**config.mk**
```make
export PLATFORM = sky130hd
export DESIGN_NAME = kft_ctrl
export DESIGN_NICKNAME = d
export VERILOG_FILES = /design/src/kft_pkg.sv /design/src/kft_ctrl.sv
export SDC_FILE = /design/constraint.sdc
export NUM_CORES = 1
export LEC_CHECK = 0
export ABC_AREA = 1
export BUFFER_PORTS_ARGS = -buffer_cell sky130_fd_sc_hd__buf_2
export CORE_AREA = 2 2 39 41
export CTS_BUF_LIST = sky130_fd_sc_hd__clkbuf_2 sky130_fd_sc_hd__clkbuf_4 sky130_fd_sc_hd__clkbuf_8
export CTS_CLUSTER_DIAMETER = 100
export DETAILED_ROUTE_END_ITERATION = 10
export DIE_AREA = 0 0 41 43
export SLEW_MARGIN = 30
export SYNTH_ARGS = -nofsm -noshare
export SYNTH_HDL_FRONTEND = slang
export SYNTH_SLANG_ARGS = --single-unit
```
**constraint.sdc**
```tcl
create_clock -name i_clk -period 1.72 [get_ports i_clk]
set_clock_uncertainty 0.2 [all_clocks]
set_input_delay 0.172 -clock i_clk [delete_from_list [all_inputs] [get_ports i_clk]]
set_output_delay 0.172 -clock i_clk [all_outputs]
set_load 0.02 [all_outputs]
```
**src/kft_pkg.sv**
```systemverilog
// Shared types and constants for the key frequency table.
// Used by the controller, the datapath and the top level; depends on nothing.
`default_nettype none

package kft_pkg;

    localparam int WORD_W      = 32;
    localparam int COUNT_W     = 32;
    localparam int ACTION_W    = 2;
    localparam int STATUS_W    = 2;
    localparam int REMOVED_W   = 9;
    localparam int IN_TDATA_W  = 64;
    localparam int OUT_TDATA_W = 48;
    localparam int OUT_PAD_W   = OUT_TDATA_W - REMOVED_W - COUNT_W;

    localparam logic [ACTION_W-1:0] ACT_INCR   = 2'd0;
    localparam logic [ACTION_W-1:0] ACT_LOOKUP = 2'd1;
    localparam logic [ACTION_W-1:0] ACT_PRUNE  = 2'd2;

    localparam logic [STATUS_W-1:0] STAT_OK     = 2'd0;
    localparam logic [STATUS_W-1:0] STAT_ABSENT = 2'd1;
    localparam logic [STATUS_W-1:0] STAT_FULL   = 2'd2;

    typedef enum logic [2:0] {
        S_CLEAR,
        S_IDLE,
        S_START,
        S_SCAN,
        S_FINISH
    } t_state;

    // Commands from the controller to the datapath.
    typedef struct packed {
        logic clr;
        logic accept;
        logic start;
        logic step;
        logic finish;
    } t_cmd;

    // Status from the datapath to the controller.
    typedef struct packed {
        logic last;
        logic stop;
        logic scan_op;
        logic out_free;
    } t_stat;

endpackage

`default_nettype wire

```
**src/kft_ctrl.sv**
```systemverilog
// Controller state machine for the key frequency table.
// Depends on kft_pkg; drives the datapath through t_cmd and reads t_stat.
`default_nettype none

module kft_ctrl import kft_pkg::*; (
    input  wire logic  i_clk,
    input  wire logic  i_rst_n,
    input  wire logic  i_s_tvalid,
    output logic       o_s_tready,
    input  wire t_stat i_stat,
    output t_cmd       o_cmd
);

    t_state r_state;
    t_state n_state;

    always_ff @(posedge i_clk) begin
        if (!i_rst_n) begin
            r_state <= S_CLEAR;
        end else begin
            r_state <= n_state;
        end
    end

    always_comb begin
        n_state = r_state;
        case (r_state)
            S_CLEAR: begin
                if (i_stat.last) begin
                    n_state = S_IDLE;
                end
            end
            S_IDLE: begin
                if (i_s_tvalid) begin
                    n_state = S_START;
                end
            end
            S_START: begin
                n_state = i_stat.scan_op ? S_SCAN : S_FINISH;
            end
            S_SCAN: begin
                if (i_stat.last || i_stat.stop) begin
                    n_state = S_FINISH;
                end
            end
            S_FINISH: begin
                if (i_stat.out_free) begin
                    n_state = S_IDLE;
                end
            end
            default: begin
                n_state = S_CLEAR;
            end
        endcase
    end

    always_comb begin
        o_cmd      = '0;
        o_s_tready = 1'b0;
        case (r_state)
            S_CLEAR: begin
                o_cmd.clr = 1'b1;
            end
            S_IDLE: begin
                o_s_tready   = 1'b1;
                o_cmd.accept = i_s_tvalid;
            end
            S_START: begin
                o_cmd.start = 1'b1;
            end
            S_SCAN: begin
                o_cmd.step = 1'b1;
            end
            S_FINISH: begin
                o_cmd.finish = i_stat.out_free;
            end
            default: begin
                o_cmd = '0;
            end
        endcase
    end

endmodule

`default_nettype wire

```
==> flow_summary_export.csv <==
group,metric,value,unit
outcome,run_status,"finished, final reports clean",
cts,cts.sinks,3,
setup_path,crit_chain,"inv_1, nor4_1, buf_2",
synthesis,synth.distinct_cells,10,
grt,grt_overflow,0,
setup_path,slowest_stage,"dfxtp_1",
cts,cts_made_buffers,3,
place,post-dp-hpwl,413,um
synthesis,syn-cell-area,233,sq um
sta,tns,0,ps
sta,fin_crit_sh,88.1,%
synthesis,ys_seq_area_share,25.8,%
final_layout,seqCellArea,60.1,sq um
sta,tightest_slew,322,ps
grt,grt_pass1_wl,765,um
final_layout,design_area,342,sq um
hold_path,worst_hold_path_type,"input port to flop",
setup_path,max_stage_delay,390,ps
synthesis,syn_area_per_cell,5.68,sq um
place,gp_congestion,0.790,
synthesis,netlist_top_cells_count,"12 x nand2_1, 7 x inv_1, 5 x nor2_1",
sta,max_freq,0.660,GHz
floorplanning,rows,14,
setup_path,crit_required,1350,ps
setup_path,path_class,"flop to output pin",
final_layout,num_antenna_cells,0,
floorplanning,core,1380,sq um
cts,cts_tree,"done",
pwr,powerDensity,1360,nW/um^2
final_layout,finish.utilization,24.7,%
synthesis,synth_top_area_cell,"dfxtp_1",
detailed_routing,vias_per_cell,3.86,
detailed_routing,drtIter0Drc,8,
pwr,power.leakage,0.194,nW
cts,htree_levels,1,
cts,post_cts_resized,0,
synthesis,synth_edf_count,0,
cts,cts-root-buf,"clkbuf_4",
detailed_routing,ant_nets,0,
grt,grt_use_total,7.12,%
grt,grt_max_degree,10,
final_layout,nFillCells,160,
sta,setup_viol,0,
place,portBuffers,12,
sta,report.final.slew_viol_count,0,
detailed_routing,wire_per_inst,7.05,um
grt,grt_pass1_vias,202,
final_layout,drive_above_1_share,35.1,%
cts,clk_latency,230,ps
cts,cts_buffer_depth,2,
floorplanning,die-height,43,um
pwr,ir_drop,0.467,mV
final_layout,multiInputGateArea,135,sq um
setup_path,crit_family,"flip-flops",
setup_path,worstPathArrival,1140,ps
place,placedInstanceArea,302,sq um
sta,min_period,1520,ps
floorplanning,ios,13,
detailed_routing,route.detailed.drc,0,
synthesis,synthArstFlopShare,0,%
floorplanning,die_area,1760,sq um
final_layout,area_growth,46.8,%
synthesis,synth_top_area_share,25.8,%
setup_path,cp-end-kind,"output pin",
synthesis,synth.most_common_cell,"nand2_1",
detailed_routing,via_count,282,
final_layout,final_nets,65,
synthesis,ys_seq_elements,3,
floorplanning,initial_utilization,16.8,%
setup_path,crit_buf_inv,2,
floorplanning,fp.dieW,41,um
grt,antenna_found_initial,0,
setup_path,cp-start-kind,"flop",
synthesis,ys.flop_type,"dfxtp_1",
synthesis,synth_area_leaders,"dfxtp_1 26%, nand2_1 19%, inv_1 11%, nor2_2 11%, a21oi_1 8.6%",
setup_path,crit_fanout,5,
sta,rsz0062_at_grt,"false",
detailed_routing,drt_pass1_iterations,4,
final_layout,largest_register,"r_state",
sta,max-slew-margin-rel,78.5,%
job,max-cap-violations,0,
detailed_routing,routed_wl,515,um
synthesis,yosysWarnings,0,
synthesis,syn_inst,41,
sta,final-hold-violation-count,0,
final_layout,largest_reg_flops,3,
cts,clkTransAtPathRegs,40,ps
final_layout,reg_top3,"r_state (3)",
synthesis,syn_nets,48,
## power by group
part,switching (mW),internal [mW]
Clock,0.0372,0.103
Combinational,0.129,0.0761
Sequential,0.0325,0.0857
Total,0.199,0.264
## final timing paths
kind	start	endpoint	slack (ps)	depth (start not counted)
hold reg to reg	r_state[2]$_SDFFE_PN0P_	r_state[2]$_SDFFE_PN0P_	370	2
setup reg to reg	r_state[0]$_SDFFE_PN0P_	r_state[0]$_SDFFE_PN0P_	330	7
setup / recovery	r_state[2]$_SDFFE_PN0P_	o_cmd[0]	200	3
hold / removal	i_stat[2]	r_state[1]$_SDFFE_PN0P_	40	4
## repair_timing
item                                   in CTS  in global routing
hold buffers                                1                  0
buffers inserted                            0                  0
endpoints found under the hold margin       3                  0
## per-stage QoR
stage	power (mW)	hold slack, ps	setup WS (ps)	instances
6_report	0.464	38.0	204	73
4_1_cts	0.473	36.0	187	73
5_1_grt	0.509	57.4	74.5	73
3_5_place_dp	0.325	214	320	68
3_3_place_gp	0.324	211	327	68
2_1_floorplan	0.284	92.5	209	41
## worst min-delay path: stages
cell and delay (ps):
buf_2 80, nor2_1 30, nand2_1 70, a21oi_1 60
## cells in the final DEF (no fill, tap or decap)
cell type / synthesis / layout
dlygate4sd3_1: 0 / 1
buf_2: 0 / 12
inv_1: 7 / 7
nor4_1: 1 / 1
clkbuf_4: 0 / 4
dfxtp_1: 3 / 3
a21oi_1: 4 / 4
nor3_1: 1 / 1
nand3_1: 3 / 3
nand2_1: 12 / 12
nor2_1: 5 / 5
nor2_2: 4 / 4
## layout make-up
cell class / count / area share, %
clock buffer: 4 / 8.79
inverter: 7 / 7.69
multi-input combinational: 30 / 39.6
sequential: 3 / 17.6
tap: 16 / 5.86
timing repair buffer: 13 / 20.5
## per-layer routing
metal	part of all wire [%]	track usage [%]	up-vias	routed length, um
met1	53	9.29	114	271
li1	-	-	156	-
met3	10	7.85	0	52
met2	37	6.56	12	191
met5	0	0	-	0
met4	0	4.00	0	0
## kinds of logic (layout without fill, tap and decap cells)
logic type	count (synthesis)	count (layout)	share of synthesized area, %
AOI/OAI and AO/OA	4	4	8.60
and+or+nand+nor	26	26	49.5
buffers and inverters	8	24	16.1
DFF	3	3	25.8
Note: power is estimated with default switching activity, not from simulation.
